===== src/sv/assert_macros.svh =====
// Assertion helpers for the RTL; drs_queue.sv includes them.
`ifndef ASSERT_MACROS_SVH
`define ASSERT_MACROS_SVH

// Checked only while out of reset.
`define DRS_ASSERT(lbl, prop, msg) \
  lbl: assert property (@(posedge clk_i) disable iff (!rst_ni) prop) else $error(msg);

// Checked on every rising clock edge, reset included.
`define DRS_ASSERT_ALWAYS(lbl, prop, msg) \
  lbl: assert property (@(posedge clk_i) prop) else $error(msg);

`endif


===== src/sv/drs_pkg.sv =====
`timescale 1ns / 1ps
package drs_pkg;

  localparam int SAMPLE_BITS_DEF = 32;
  localparam int MAX_ORDER_DEF   = 8;
  localparam int QUEUE_DEPTH     = 4;

  localparam int CFG_W   = 4;
  localparam int ORD_W   = 2;   // tap count minus one, four orders at most
  localparam int WGT_W   = 14;  // Q13 weights with sign
  localparam int CTR_SHF = 13;  // centre weight is one in Q13
  localparam int OUT_SHF = 14;  // Q13 scale plus the outer half

  localparam logic [CFG_W-1:0] ORDER_RESET = 4'd8;
  localparam logic [CFG_W-1:0] CFG_ORDER2  = 4'd2;
  localparam logic [CFG_W-1:0] CFG_ORDER4  = 4'd4;
  localparam logic [CFG_W-1:0] CFG_ORDER6  = 4'd6;

  localparam logic [ORD_W-1:0] ORD_2 = 2'd0;
  localparam logic [ORD_W-1:0] ORD_4 = 2'd1;
  localparam logic [ORD_W-1:0] ORD_6 = 2'd2;
  localparam logic [ORD_W-1:0] ORD_8 = 2'd3;

  // Odd-offset pair weights, row per order, column per pair.
  localparam logic signed [WGT_W-1:0] W_TAB [4][4] = '{
    '{14'sd4096,     14'sd0,    14'sd0,   14'sd0},
    '{14'sd4608,  -14'sd512,    14'sd0,   14'sd0},
    '{14'sd4800,  -14'sd800,   14'sd96,   14'sd0},
    '{14'sd4900,  -14'sd980,  14'sd196, -14'sd20}
  };

  typedef struct packed {
    logic [ORD_W-1:0] ord;
    logic             last;
  } drs_ctrl_t;

  // Map the register to an order code, lowered to what the build supports.
  function automatic logic [ORD_W-1:0] order_code(logic [CFG_W-1:0] cfg, int max_taps);
    logic [ORD_W-1:0] code;
    case (cfg)
      CFG_ORDER2: code = ORD_2;
      CFG_ORDER4: code = ORD_4;
      CFG_ORDER6: code = ORD_6;
      default:    code = ORD_8;
    endcase
    if (int'(code) > max_taps - 1) code = ORD_W'(max_taps - 1);
    return code;
  endfunction

endpackage


===== src/sv/decimating_restriction_stencil_top.sv =====
`timescale 1ns / 1ps
// A queued result passes the product, sum and output registers in that order.
// Throughput: one item per cycle while in_ready is high; the front window takes one
// accepted sample per cycle, and the three-stage multiply/add/clamp pipeline takes one
// queued result per cycle while the output is not stalled. Output stalls back up into a
// four-entry queue; in_ready drops only when it is full. Reset (async, active low) clears
// the window, warm-up count, parity, queue and valids, and sets the order register to 8.
module decimating_restriction_stencil_top #(
  parameter int SAMPLE_BITS = drs_pkg::SAMPLE_BITS_DEF,
  parameter int MAX_ORDER   = drs_pkg::MAX_ORDER_DEF
) (
  input  logic                         clk_i,
  input  logic                         rst_ni,
  input  logic                         cfg_valid_i,
  output logic                         cfg_ready_o,
  input  logic [drs_pkg::CFG_W-1:0]    stencil_order_i,
  input  logic                         in_valid_i,
  output logic                         in_ready_o,
  input  logic [SAMPLE_BITS-1:0]       sample_value_i,
  input  logic                         row_end_i,
  output logic                         out_valid_o,
  input  logic                         out_ready_i,
  output logic [SAMPLE_BITS-1:0]       coarse_value_o,
  output logic                         row_last_o
);
  import drs_pkg::*;

  localparam int MAX_TAPS = MAX_ORDER / 2;
  localparam int PAIRS_W  = MAX_TAPS * (SAMPLE_BITS + 1);
  localparam int ENTRY_W  = $bits(drs_ctrl_t) + PAIRS_W + SAMPLE_BITS;

  logic                                 queue_full, queue_valid, push, pop;
  drs_ctrl_t                            push_ctrl, q_ctrl;
  logic [SAMPLE_BITS-1:0]               push_center, q_center;
  logic [MAX_TAPS-1:0][SAMPLE_BITS:0]   push_pair, q_pair;
  logic [ENTRY_W-1:0]                   q_din, q_dout;

  assign cfg_ready_o = 1'b1;

  drs_front #(
    .SAMPLE_BITS (SAMPLE_BITS),
    .MAX_ORDER   (MAX_ORDER)
  ) u_front (
    .clk_i           (clk_i),
    .rst_ni          (rst_ni),
    .cfg_valid_i     (cfg_valid_i),
    .stencil_order_i (stencil_order_i),
    .in_valid_i      (in_valid_i),
    .queue_full_i    (queue_full),
    .in_ready_o      (in_ready_o),
    .sample_value_i  (sample_value_i),
    .row_end_i       (row_end_i),
    .push_o          (push),
    .push_ctrl_o     (push_ctrl),
    .center_o        (push_center),
    .pair_o          (push_pair)
  );

  assign q_din = {push_ctrl, push_pair, push_center};

  drs_queue #(
    .WIDTH (ENTRY_W),
    .DEPTH (QUEUE_DEPTH)
  ) u_queue (
    .clk_i   (clk_i),
    .rst_ni  (rst_ni),
    .push_i  (push),
    .din_i   (q_din),
    .full_o  (queue_full),
    .pop_i   (pop),
    .valid_o (queue_valid),
    .dout_o  (q_dout)
  );

  assign {q_ctrl, q_pair, q_center} = q_dout;

  drs_back #(
    .SAMPLE_BITS (SAMPLE_BITS),
    .MAX_ORDER   (MAX_ORDER)
  ) u_back (
    .clk_i          (clk_i),
    .rst_ni         (rst_ni),
    .q_valid_i      (queue_valid),
    .pop_o          (pop),
    .q_ctrl_i       (q_ctrl),
    .q_center_i     (q_center),
    .q_pair_i       (q_pair),
    .out_valid_o    (out_valid_o),
    .out_ready_i    (out_ready_i),
    .coarse_value_o (coarse_value_o),
    .row_last_o     (row_last_o)
  );

endmodule


===== src/sv/drs_front.sv =====
`timescale 1ns / 1ps
module drs_front #(
  parameter int SAMPLE_BITS = drs_pkg::SAMPLE_BITS_DEF,
  parameter int MAX_ORDER   = drs_pkg::MAX_ORDER_DEF
) (
  input  logic                                   clk_i,
  input  logic                                   rst_ni,
  input  logic                                   cfg_valid_i,
  input  logic [drs_pkg::CFG_W-1:0]              stencil_order_i,
  input  logic                                   in_valid_i,
  input  logic                                   queue_full_i,
  output logic                                   in_ready_o,
  input  logic [SAMPLE_BITS-1:0]                 sample_value_i,
  input  logic                                   row_end_i,
  output logic                                   push_o,
  output drs_pkg::drs_ctrl_t                     push_ctrl_o,
  output logic [SAMPLE_BITS-1:0]                 center_o,
  output logic [MAX_ORDER/2-1:0][SAMPLE_BITS:0]  pair_o
);
  import drs_pkg::*;

  localparam int WIN_DEPTH = 2 * MAX_ORDER - 1;
  localparam int MAX_TAPS  = MAX_ORDER / 2;

  logic signed [SAMPLE_BITS-1:0] win_q [WIN_DEPTH];
  logic signed [SAMPLE_BITS-1:0] win_sh [WIN_DEPTH];
  logic [3:0]                    fill_q;
  logic                          phase_q;
  logic [CFG_W-1:0]              cfg_q;
  logic [ORD_W-1:0]              ord;
  logic [3:0]                    warm;
  logic                          warm_done;
  logic                          accept;

  assign in_ready_o = !queue_full_i;
  assign accept     = in_valid_i && in_ready_o;
  assign ord        = order_code(cfg_q, MAX_TAPS);
  assign warm       = {ord, 2'b10};
  assign warm_done  = fill_q >= warm;
  assign push_o     = accept && warm_done && !phase_q;

  assign push_ctrl_o.ord  = ord;
  assign push_ctrl_o.last = row_end_i;

  always_comb begin
    win_sh[0] = sample_value_i;
    for (int j = 1; j < WIN_DEPTH; j++) begin
      win_sh[j] = win_q[j-1];
    end
  end

  // Fold symmetric pairs around the centre of the current order.
  always_comb begin
    center_o = '0;
    pair_o   = '0;
    for (int o = 0; o < MAX_TAPS; o++) begin
      if (ord == ORD_W'(o)) begin
        center_o = win_sh[2*o+1];
        for (int t = 0; t <= o; t++) begin
          pair_o[t] = (SAMPLE_BITS+1)'(win_sh[2*o+2+2*t])
                    + (SAMPLE_BITS+1)'(win_sh[2*o-2*t]);
        end
      end
    end
  end

  always_ff @(posedge clk_i or negedge rst_ni) begin
    if (!rst_ni) begin
      cfg_q <= ORDER_RESET;
    end else if (cfg_valid_i) begin
      cfg_q <= stencil_order_i;
    end
  end

  always_ff @(posedge clk_i or negedge rst_ni) begin
    if (!rst_ni) begin
      fill_q  <= '0;
      phase_q <= 1'b0;
      for (int j = 0; j < WIN_DEPTH; j++) win_q[j] <= '0;
    end else if (accept) begin
      if (row_end_i) begin
        // drop the line state after its last item
        fill_q  <= '0;
        phase_q <= 1'b0;
        for (int j = 0; j < WIN_DEPTH; j++) win_q[j] <= '0;
      end else begin
        for (int j = 0; j < WIN_DEPTH; j++) win_q[j] <= win_sh[j];
        if (!warm_done) begin
          fill_q <= fill_q + 4'd1;
        end else begin
          phase_q <= !phase_q;
        end
      end
    end
  end

endmodule


===== src/sv/drs_queue.sv =====
`timescale 1ns / 1ps
module drs_queue #(
  parameter int WIDTH = 8,
  parameter int DEPTH = drs_pkg::QUEUE_DEPTH
) (
  input  logic             clk_i,
  input  logic             rst_ni,
  input  logic             push_i,
  input  logic [WIDTH-1:0] din_i,
  output logic             full_o,
  input  logic             pop_i,
  output logic             valid_o,
  output logic [WIDTH-1:0] dout_o
);
  import drs_pkg::*;

  localparam int PTR_W = (DEPTH > 1) ? $clog2(DEPTH) : 1;
  localparam int CNT_W = $clog2(DEPTH + 1);

  logic [WIDTH-1:0] mem_q [DEPTH];
  logic [PTR_W-1:0] wr_q, rd_q;
  logic [CNT_W-1:0] cnt_q;

  assign full_o  = cnt_q == CNT_W'(DEPTH);
  assign valid_o = cnt_q != '0;
  assign dout_o  = mem_q[rd_q];

  always_ff @(posedge clk_i) begin
    if (push_i) mem_q[wr_q] <= din_i;
  end

  always_ff @(posedge clk_i or negedge rst_ni) begin
    if (!rst_ni) begin
      wr_q  <= '0;
      rd_q  <= '0;
      cnt_q <= '0;
    end else begin
      if (push_i) begin
        wr_q <= (wr_q == PTR_W'(DEPTH - 1)) ? '0 : wr_q + 1'b1;
      end
      if (pop_i) begin
        rd_q <= (rd_q == PTR_W'(DEPTH - 1)) ? '0 : rd_q + 1'b1;
      end
      if (push_i && !pop_i) begin
        cnt_q <= cnt_q + 1'b1;
      end else if (pop_i && !push_i) begin
        cnt_q <= cnt_q - 1'b1;
      end
    end
  end

`include "assert_macros.svh"
  `DRS_ASSERT(a_no_overflow, push_i |-> (!full_o || pop_i), "push into a full queue")
  `DRS_ASSERT(a_no_underflow, pop_i |-> valid_o, "pop from an empty queue")
  `DRS_ASSERT(a_cnt_step, (push_i && !pop_i) |=> cnt_q == $past(cnt_q) + 1'b1, "queue count slipped")

endmodule


===== src/sv/drs_back.sv =====
`timescale 1ns / 1ps
module drs_back #(
  parameter int SAMPLE_BITS = drs_pkg::SAMPLE_BITS_DEF,
  parameter int MAX_ORDER   = drs_pkg::MAX_ORDER_DEF
) (
  input  logic                                   clk_i,
  input  logic                                   rst_ni,
  input  logic                                   q_valid_i,
  output logic                                   pop_o,
  input  drs_pkg::drs_ctrl_t                     q_ctrl_i,
  input  logic [SAMPLE_BITS-1:0]                 q_center_i,
  input  logic [MAX_ORDER/2-1:0][SAMPLE_BITS:0]  q_pair_i,
  output logic                                   out_valid_o,
  input  logic                                   out_ready_i,
  output logic [SAMPLE_BITS-1:0]                 coarse_value_o,
  output logic                                   row_last_o
);
  import drs_pkg::*;

  localparam int MAX_TAPS = MAX_ORDER / 2;
  localparam int PROD_W   = SAMPLE_BITS + 1 + WGT_W;
  localparam int ACC_W    = PROD_W + 1;
  localparam int RES_W    = ACC_W - OUT_SHF;

  logic                          adv;
  logic                          v1_q, v2_q, out_valid_q;
  logic                          last1_q, last2_q, out_last_q;
  logic signed [SAMPLE_BITS-1:0] center1_q;
  logic signed [PROD_W-1:0]      prod1_q [MAX_TAPS];
  logic signed [PROD_W-1:0]      prod1_d [MAX_TAPS];
  logic signed [ACC_W-1:0]       acc2_q, acc2_d;
  logic signed [RES_W-1:0]       res;
  logic [SAMPLE_BITS-1:0]        sat;
  logic [SAMPLE_BITS-1:0]        coarse_q;

  // Whole pipeline advances together whenever the output register frees.
  assign adv   = !out_valid_q || out_ready_i;
  assign pop_o = adv && q_valid_i;

  always_comb begin
    for (int t = 0; t < MAX_TAPS; t++) begin
      prod1_d[t] = $signed(q_pair_i[t]) * W_TAB[q_ctrl_i.ord][2'(t)];
    end
  end

  always_comb begin
    acc2_d = (ACC_W'(center1_q) <<< CTR_SHF) + ACC_W'(1 <<< (OUT_SHF - 1));
    for (int t = 0; t < MAX_TAPS; t++) begin
      acc2_d = acc2_d + ACC_W'(prod1_q[t]);
    end
  end

  // Floor shift, then clamp to the sample range.
  always_comb begin
    res = acc2_q[ACC_W-1:OUT_SHF];
    if (res[RES_W-1:SAMPLE_BITS-1] == '0 || res[RES_W-1:SAMPLE_BITS-1] == '1) begin
      sat = res[SAMPLE_BITS-1:0];
    end else if (res[RES_W-1]) begin
      sat = {1'b1, {(SAMPLE_BITS-1){1'b0}}};
    end else begin
      sat = {1'b0, {(SAMPLE_BITS-1){1'b1}}};
    end
  end

  always_ff @(posedge clk_i or negedge rst_ni) begin
    if (!rst_ni) begin
      v1_q        <= 1'b0;
      v2_q        <= 1'b0;
      out_valid_q <= 1'b0;
    end else if (adv) begin
      v1_q        <= q_valid_i;
      v2_q        <= v1_q;
      out_valid_q <= v2_q;
    end
  end

  always_ff @(posedge clk_i) begin
    if (adv) begin
      center1_q <= q_center_i;
      last1_q   <= q_ctrl_i.last;
      for (int t = 0; t < MAX_TAPS; t++) prod1_q[t] <= prod1_d[t];
      acc2_q     <= acc2_d;
      last2_q    <= last1_q;
      coarse_q   <= sat;
      out_last_q <= last2_q;
    end
  end

  assign out_valid_o    = out_valid_q;
  assign coarse_value_o = coarse_q;
  assign row_last_o     = out_last_q;

endmodule


===== config.mk =====
export PLATFORM = sky130hd
export DESIGN_NAME = decimating_restriction_stencil_top
export DESIGN_NICKNAME = d
export VERILOG_FILES = /design/src/sv/drs_pkg.sv /design/src/sv/decimating_restriction_stencil_top.sv /design/src/sv/drs_front.sv /design/src/sv/drs_queue.sv /design/src/sv/drs_back.sv
export VERILOG_INCLUDE_DIRS = /design/src /design/src/sv
export SDC_FILE = /design/constraint.sdc
export NUM_CORES = 2
export LEC_CHECK = 0
export BUFFER_PORTS_ARGS = -buffer_cell sky130_fd_sc_hd__buf_2
export CELL_PAD_IN_SITES_DETAIL_PLACEMENT = 1
export CELL_PAD_IN_SITES_GLOBAL_PLACEMENT = 1
export CORE_ASPECT_RATIO = 0.8
export CORE_UTILIZATION = 48
export CTS_CLUSTER_DIAMETER = 30
export DETAILED_ROUTE_END_ITERATION = 8
export PLACE_DENSITY_LB_ADDON = 0.1
export SYNTH_ARGS = -nofsm -noshare
export SYNTH_HDL_FRONTEND = slang
export SYNTH_SLANG_ARGS = --single-unit

===== constraint.sdc =====
create_clock -name clk_i -period 8.19 [get_ports clk_i]
set_input_delay 0.4095 -clock clk_i [delete_from_list [all_inputs] [get_ports clk_i]]
set_output_delay 0.4095 -clock clk_i [all_outputs]
set_load 0.02 [all_outputs]

== Word-level counts from Yosys, hierarchy flattened ==
Memories as Yosys holds them, arrays and structs flattened.
Index checks and enable logic that the tools add are counted.
Storage, ports and cells
  bits of input ports: 42
  register bits: 582
  memories: 2
  RAM bits: 856
Operators by class
  reduce and logical (&&, ||, !) cells: 20
  add/sub/neg operators: 20
  multiply operators: 2
  muxes and demuxes: 27
  equal/unequal tests: 11
  bitwise operators: 1
  $lt $le $gt $ge: 2
Memory list
  u_queue.mem_q: words 4, width 167, rd ports 1, clocked after memory_dff 0, wr ports 1, line drs_queue.sv:20  | logic [WIDTH-1:0] mem_q [DEPTH];
  u_back.prod1_q: words 4, width 47, rd ports 4, clocked after memory_dff 0, wr ports 4, line drs_back.sv:29  | logic signed [PROD_W-1:0] prod1_q [MAX_TAPS];
Operator list (number)
  480-bit 2-to-1 mux: 1
  32-bit by 32-bit adder with 33-bit output: 10
  32-bit 2-to-1 mux: 6
  48-bit by 47-bit adder with 48-bit output: 3
  132-bit 2-to-1 mux: 1
  56-bit binary-select mux with 2-bit select: 1
  56-bit 2-to-1 mux: 2
  99-bit 2-to-1 mux: 1
  33-bit by 14-bit multiplier with 47-bit output: 2
  66-bit 2-to-1 mux: 1
  46-bit by 47-bit adder with 48-bit output: 1
  45-bit by 15-bit adder with 46-bit output, second input constant: 1
  33-bit 2-to-1 mux: 1
  2-bit == test, second input constant: 4
  4-bit by 3-bit == test with 1-bit output, second input constant: 2
  4-bit 2-to-1 mux: 2
  3-bit == test, second input constant: 2
  1-bit logical AND: 6
  1-bit 2-to-1 mux: 6
  3-bit 2-to-1 mux: 2
  2-bit case mux with 3 select lines: 1
  1-bit logical NOT: 5
  2-bit by 1-bit adder with 2-bit output, second input constant: 2
  4-bit by 1-bit adder with 4-bit output, second input constant: 1
  other kinds (15): 19

== Logic depth before layout (Yosys ltp) ==
  word-level depth: 9
  gate-level depth with buffers: 27
  gate-level depth less buffers: 24

== Hierarchy ==
From an unflattened synthesis, not the netlist that was laid out.
Unflattened totals
  cell total of the unflattened synthesis: 6931
  area, all modules: 78047.4 µm²
Modules (own cells, without submodules)
  drs_front: area each 37081.8 µm², instances 1, seq. area each 11437.2 µm², cells each 4612
  drs_queue: area each 24504.8 µm², instances 1, seq. area each 20234.4 µm², cells each 910
  drs_back: area each 16449.5 µm², instances 1, seq. area each 4129.0 µm², cells each 1407
  decimating_restriction_stencil_top: area each 11.3 µm², instances 1, seq. area each 0.0 µm², cells each 2

== Worst setup path after synthesis ==
No wires, ideal clock.
  kind: register to register
  from: reg u_queue.rd_q[1]
  to: mem u_back.prod1_q[0][46] (netlist bit) (data pin)
  path buffers: 4
  stages on the path, launching flop included: 24
  arrival time: 7008 ps
  data required time: 7930 ps
  path slack: 922 ps
  cells stage by stage: dfrtp_1 -> buf_2 -> buf_1 -> clkbuf_1 -> clkbuf_1 -> mux4_2 -> and3_1 -> fa_1 -> fa_1 -> fa_1 -> fa_1 -> fa_1 -> ha_1 -> ha_1 -> a21o_1 -> a21o_1 -> a21o_1 -> a21o_1 -> a21o_1 -> a21oi_1 -> o221ai_1 -> a31o_2 -> a21oi_1 -> xnor2_1
RTL lines
  from (decl): line drs_queue.sv:21  | logic [PTR_W-1:0] wr_q, rd_q;
  from (signal assigned): line drs_queue.sv:42  | rd_q <= (rd_q == PTR_W'(DEPTH - 1)) ? '0 : rd_q + 1'b1;
  to (decl): line drs_back.sv:29

==> flow_summary.json <==
{
  "hold_depth": 3,
  "critPathMaxFanout": 25,
  "ant_nets": 0,
  "syn_to_final_growth_pct": 15.2,
  "setup_viol": 0,
  "rr_endpoint": "u_back.prod1_q[0][46]",
  "hp-class": "input pin to flip-flop",
  "pre_cts_slack_ns": 0.582,
  "port_buffers": 76,
  "rsz0062_at_grt": "no",
  "drive_gt1_share_pct": 10.9,
  "drc": 0,
  "avgViaCountPerCell": 5.69,
  "period_share_pct": 93.0,
  "drv_cap": 0,
  "grt_pass1_vias": 36609,
  "clk_pin_slew_ns": 0.06,
  "hold_path.startpoint": "out_ready_i",
  "netlist_area_um2": 49400,
  "core-area_um2": 101000,
  "dieArea_um2": 104000,
  "rr_worst_depth": 23,
  "clock_sinks": 750,
  "dr_wl_met3_um": 6420,
  "tns_ns": 0,
  "utilization_pct": 56.2,
  "drt_iter0_drc": 2260,
  "track_usage_pct": 26.3,
  "synth_ff_type": "edfxtp_1",
  "status": "finished clean",
  "place.gp.congestion": 0.885,
  "synth_top_area_cell": "edfxtp_1",
  "critPathArrivalTime_ns": 8.11,
  "crit_path_start_kind": "flip-flop",
  "critPathKind": "flip-flop to flip-flop",
  "ys_seq_area_share_pct": 42.5,
  "worst_slack_ns": 0.570,
  "initial_core_util_pct": 48.8,
  "layout_min_cycle_time_ns": 7.62,
  "antenna_found_initial": 10,
  "synthTopCellsByCount": "nand2_1 (523), ha_1 (512), edfxtp_1 (451), o21ai_0 (451), dfrtp_1 (298)",
  "avgSynthCellArea_um2": 11.0,
  "cts_made_buffers": 156,
  "grt_max_degree": 129,
  "synth_top_area_share_pct": 27.4,
  "hpwl_um": 97200,
  "synth.distinct_cells": 95,
  "grt_overflow": 0,
  "fin_worst_skew_ns": 0.0291,
  "slew_headroom_pct": 24.5,
  "synth-seq-cells": 750,
  "io_pins": 78,
  "worstSkewPairLatency_ns": 0.76,
  "cts_setup_buffers": 0,
  "cp_data_required_time_ns": 8.68,
  "fin_nets": 5392,
  "r2r-start": "u_queue.rd_q[0]",
  "die_h_um": 289,
  "synthCells": 4503,
  "drt_wl_total_um": 135000,
  "hold_end": "u_back.v1_q",
  "wl_met2_um": 59300,
  "yosysMostFrequentCell": "nand2_1",
  "die_x_um": 361,
  "rows": 104,
  "wl_met1_um": 67500,
  "async_flop_share_pct": 39.9,
  "finalMaxSlewViolations": 0,
  "ys_top_cells_by_area": "edfxtp_1 (27%), dfrtp_1 (15%), ha_1 (13%)",
  "htreeDepth": 4,
  "place_inst": 5763,
  "drtPass1Iterations": 5,
  "route.vias.total": 34694,
  "cts_tree": "yes",
  "clockRootBuffer": "clkbuf_16",
  "synth_edf_count": 451,
  "max_freq_mhz": 131,
  "clock_path_buffers": 3,
  "end_kind": "flip-flop",
  "yosys_warnings": 0,
  "top_layer": "met5",
  "finalNonFillerCells": 6096,
  "grt_pass1_wl_um": 212000,
  "ff2ff_setup_slack_ns": 0.57,
  "routedWlPerCell_um": 22.2,
  "tightest_slew_ns": 1.13,
  "critPathLaunch": "u_queue.rd_q[0]",
  "syn_nets": 5257,
  "hold_viol": 0
}
## per-layer routing
metal,track usage (%),vias up
met1,39.9,17480
met2,40.0,706
met5,0,-
met3,3.51,164
li1,-,16342
met4,6.26,2
## state kept, by name, indices dropped and copies added, names as in the netlist, 2 cells and up
signal and flops:
u_queue.cnt_q 3, u_front.fill_q 4, u_back.center1_q 31, u_queue.mem_q 316, u_front.win_q 280, u_back.acc2_q 34, u_queue.rd_q 2, u_front.cfg_q 4
u_back.coarse_value_o 32, u_queue.wr_q 2, u_back.prod1_q 35
## cells by family (layout without fill, tap and decap cells)
kind of cell | after synthesis | in the layout | share of synthesized area [%]
AOI/OAI and AO/OA | 993 | 993 | 12.4
xor gates and xnor gates | 211 | 211 | 3.74
adders and majority gates | 712 | 712 | 21.1
buffers and inverters | 406 | 673 | 3.13
DFF | 750 | 750 | 42.5
muxes | 104 | 104 | 4.16
other | 1 | 2 | 0.00759
and+or+nand+nor | 1326 | 1326 | 13.0
## cells in the final DEF (no fill, tap or decap), types with 42 or more instances in the layout
cell type,netlist,final
clkbuf_16,0,160
inv_1,228,228
buf_2,8,74
dfrtp_1,298,295
a21o_1,87,87
a21oi_1,172,172
nand2b_1,297,296
xnor2_1,150,150
nand2_1,523,521
and3_1,61,61
edfxtp_1,451,451
ha_1,512,512
and2_1,81,77
dlygate4sd3_1,0,42
xor2_1,61,61
o21ai_0,451,451
fa_1,200,200
nor2_1,213,211
mux4_2,71,71
## worst max-delay path, stage by stage (launching register included)
cell	delay [ns]
dfrtp_4	0.44
mux4_2	0.68
and2b_1	0.74
buf_4	0.30
and2_1	0.22
fa_1	0.47
fa_1	0.53
inv_1	0.06
fa_1	0.47
inv_1	0.05
fa_1	0.50
fa_1	0.49
ha_1	0.30
ha_1	0.37
o21a_1	0.21
nor2_1	0.11
inv_1	0.09
o211ai_4	0.12
nand3_1	0.19
nand2_1	0.25
o221ai_1	0.20
a31o_2	0.30
a21oi_1	0.18
xnor2_1	0.08
## area by class of cell
class / instances / area, um2
clock inverter: 108 / 1220
multi-input combinational: 3347 / 26900
inverter: 228 / 856
timing repair buffer: 155 / 1120
clock buffer: 182 / 4160
tap: 1325 / 1660
sequential: 750 / 21000
antenna: 1 / 2.50
fill: 10567 / 44400
## timing repair
action / CTS / global route
hold endpoints to repair: 138 / 0
resized for setup: 0 / 0
hold buffers: 42 / 0
## how the worst max path moves through the flow
| stage | endpoint | slack, ns | depth (start not counted) |
|---|---|---|---|
| after floorplan | u_back.prod1_q[0][46] | 0.92 | 23 |
| after global placement | u_back.prod1_q[0][46] | 0.71 | 21 |
| after detailed placement | u_back.prod1_q[0][46] | 0.58 | 23 |
| after CTS | u_back.prod1_q[0][46] | 0.54 | 21 |
| after global routing | u_back.prod1_q[0][46] | 0.14 | 25 |
| final | u_back.prod1_q[0][46] | 0.57 | 23 |
## per-stage QoR
step           instance area, um2  hold slack (ns)
2_1_floorplan               49400            0.114
3_3_place_gp                51200            0.401
3_5_place_dp                51200            0.406
4_1_cts                     57000           0.0788
5_1_grt                     57000            0.133
6_report                    57000            0.100
Power is not shown: default switching activity piles up to over one toggle a cycle in this logic, so the estimate is an artifact.
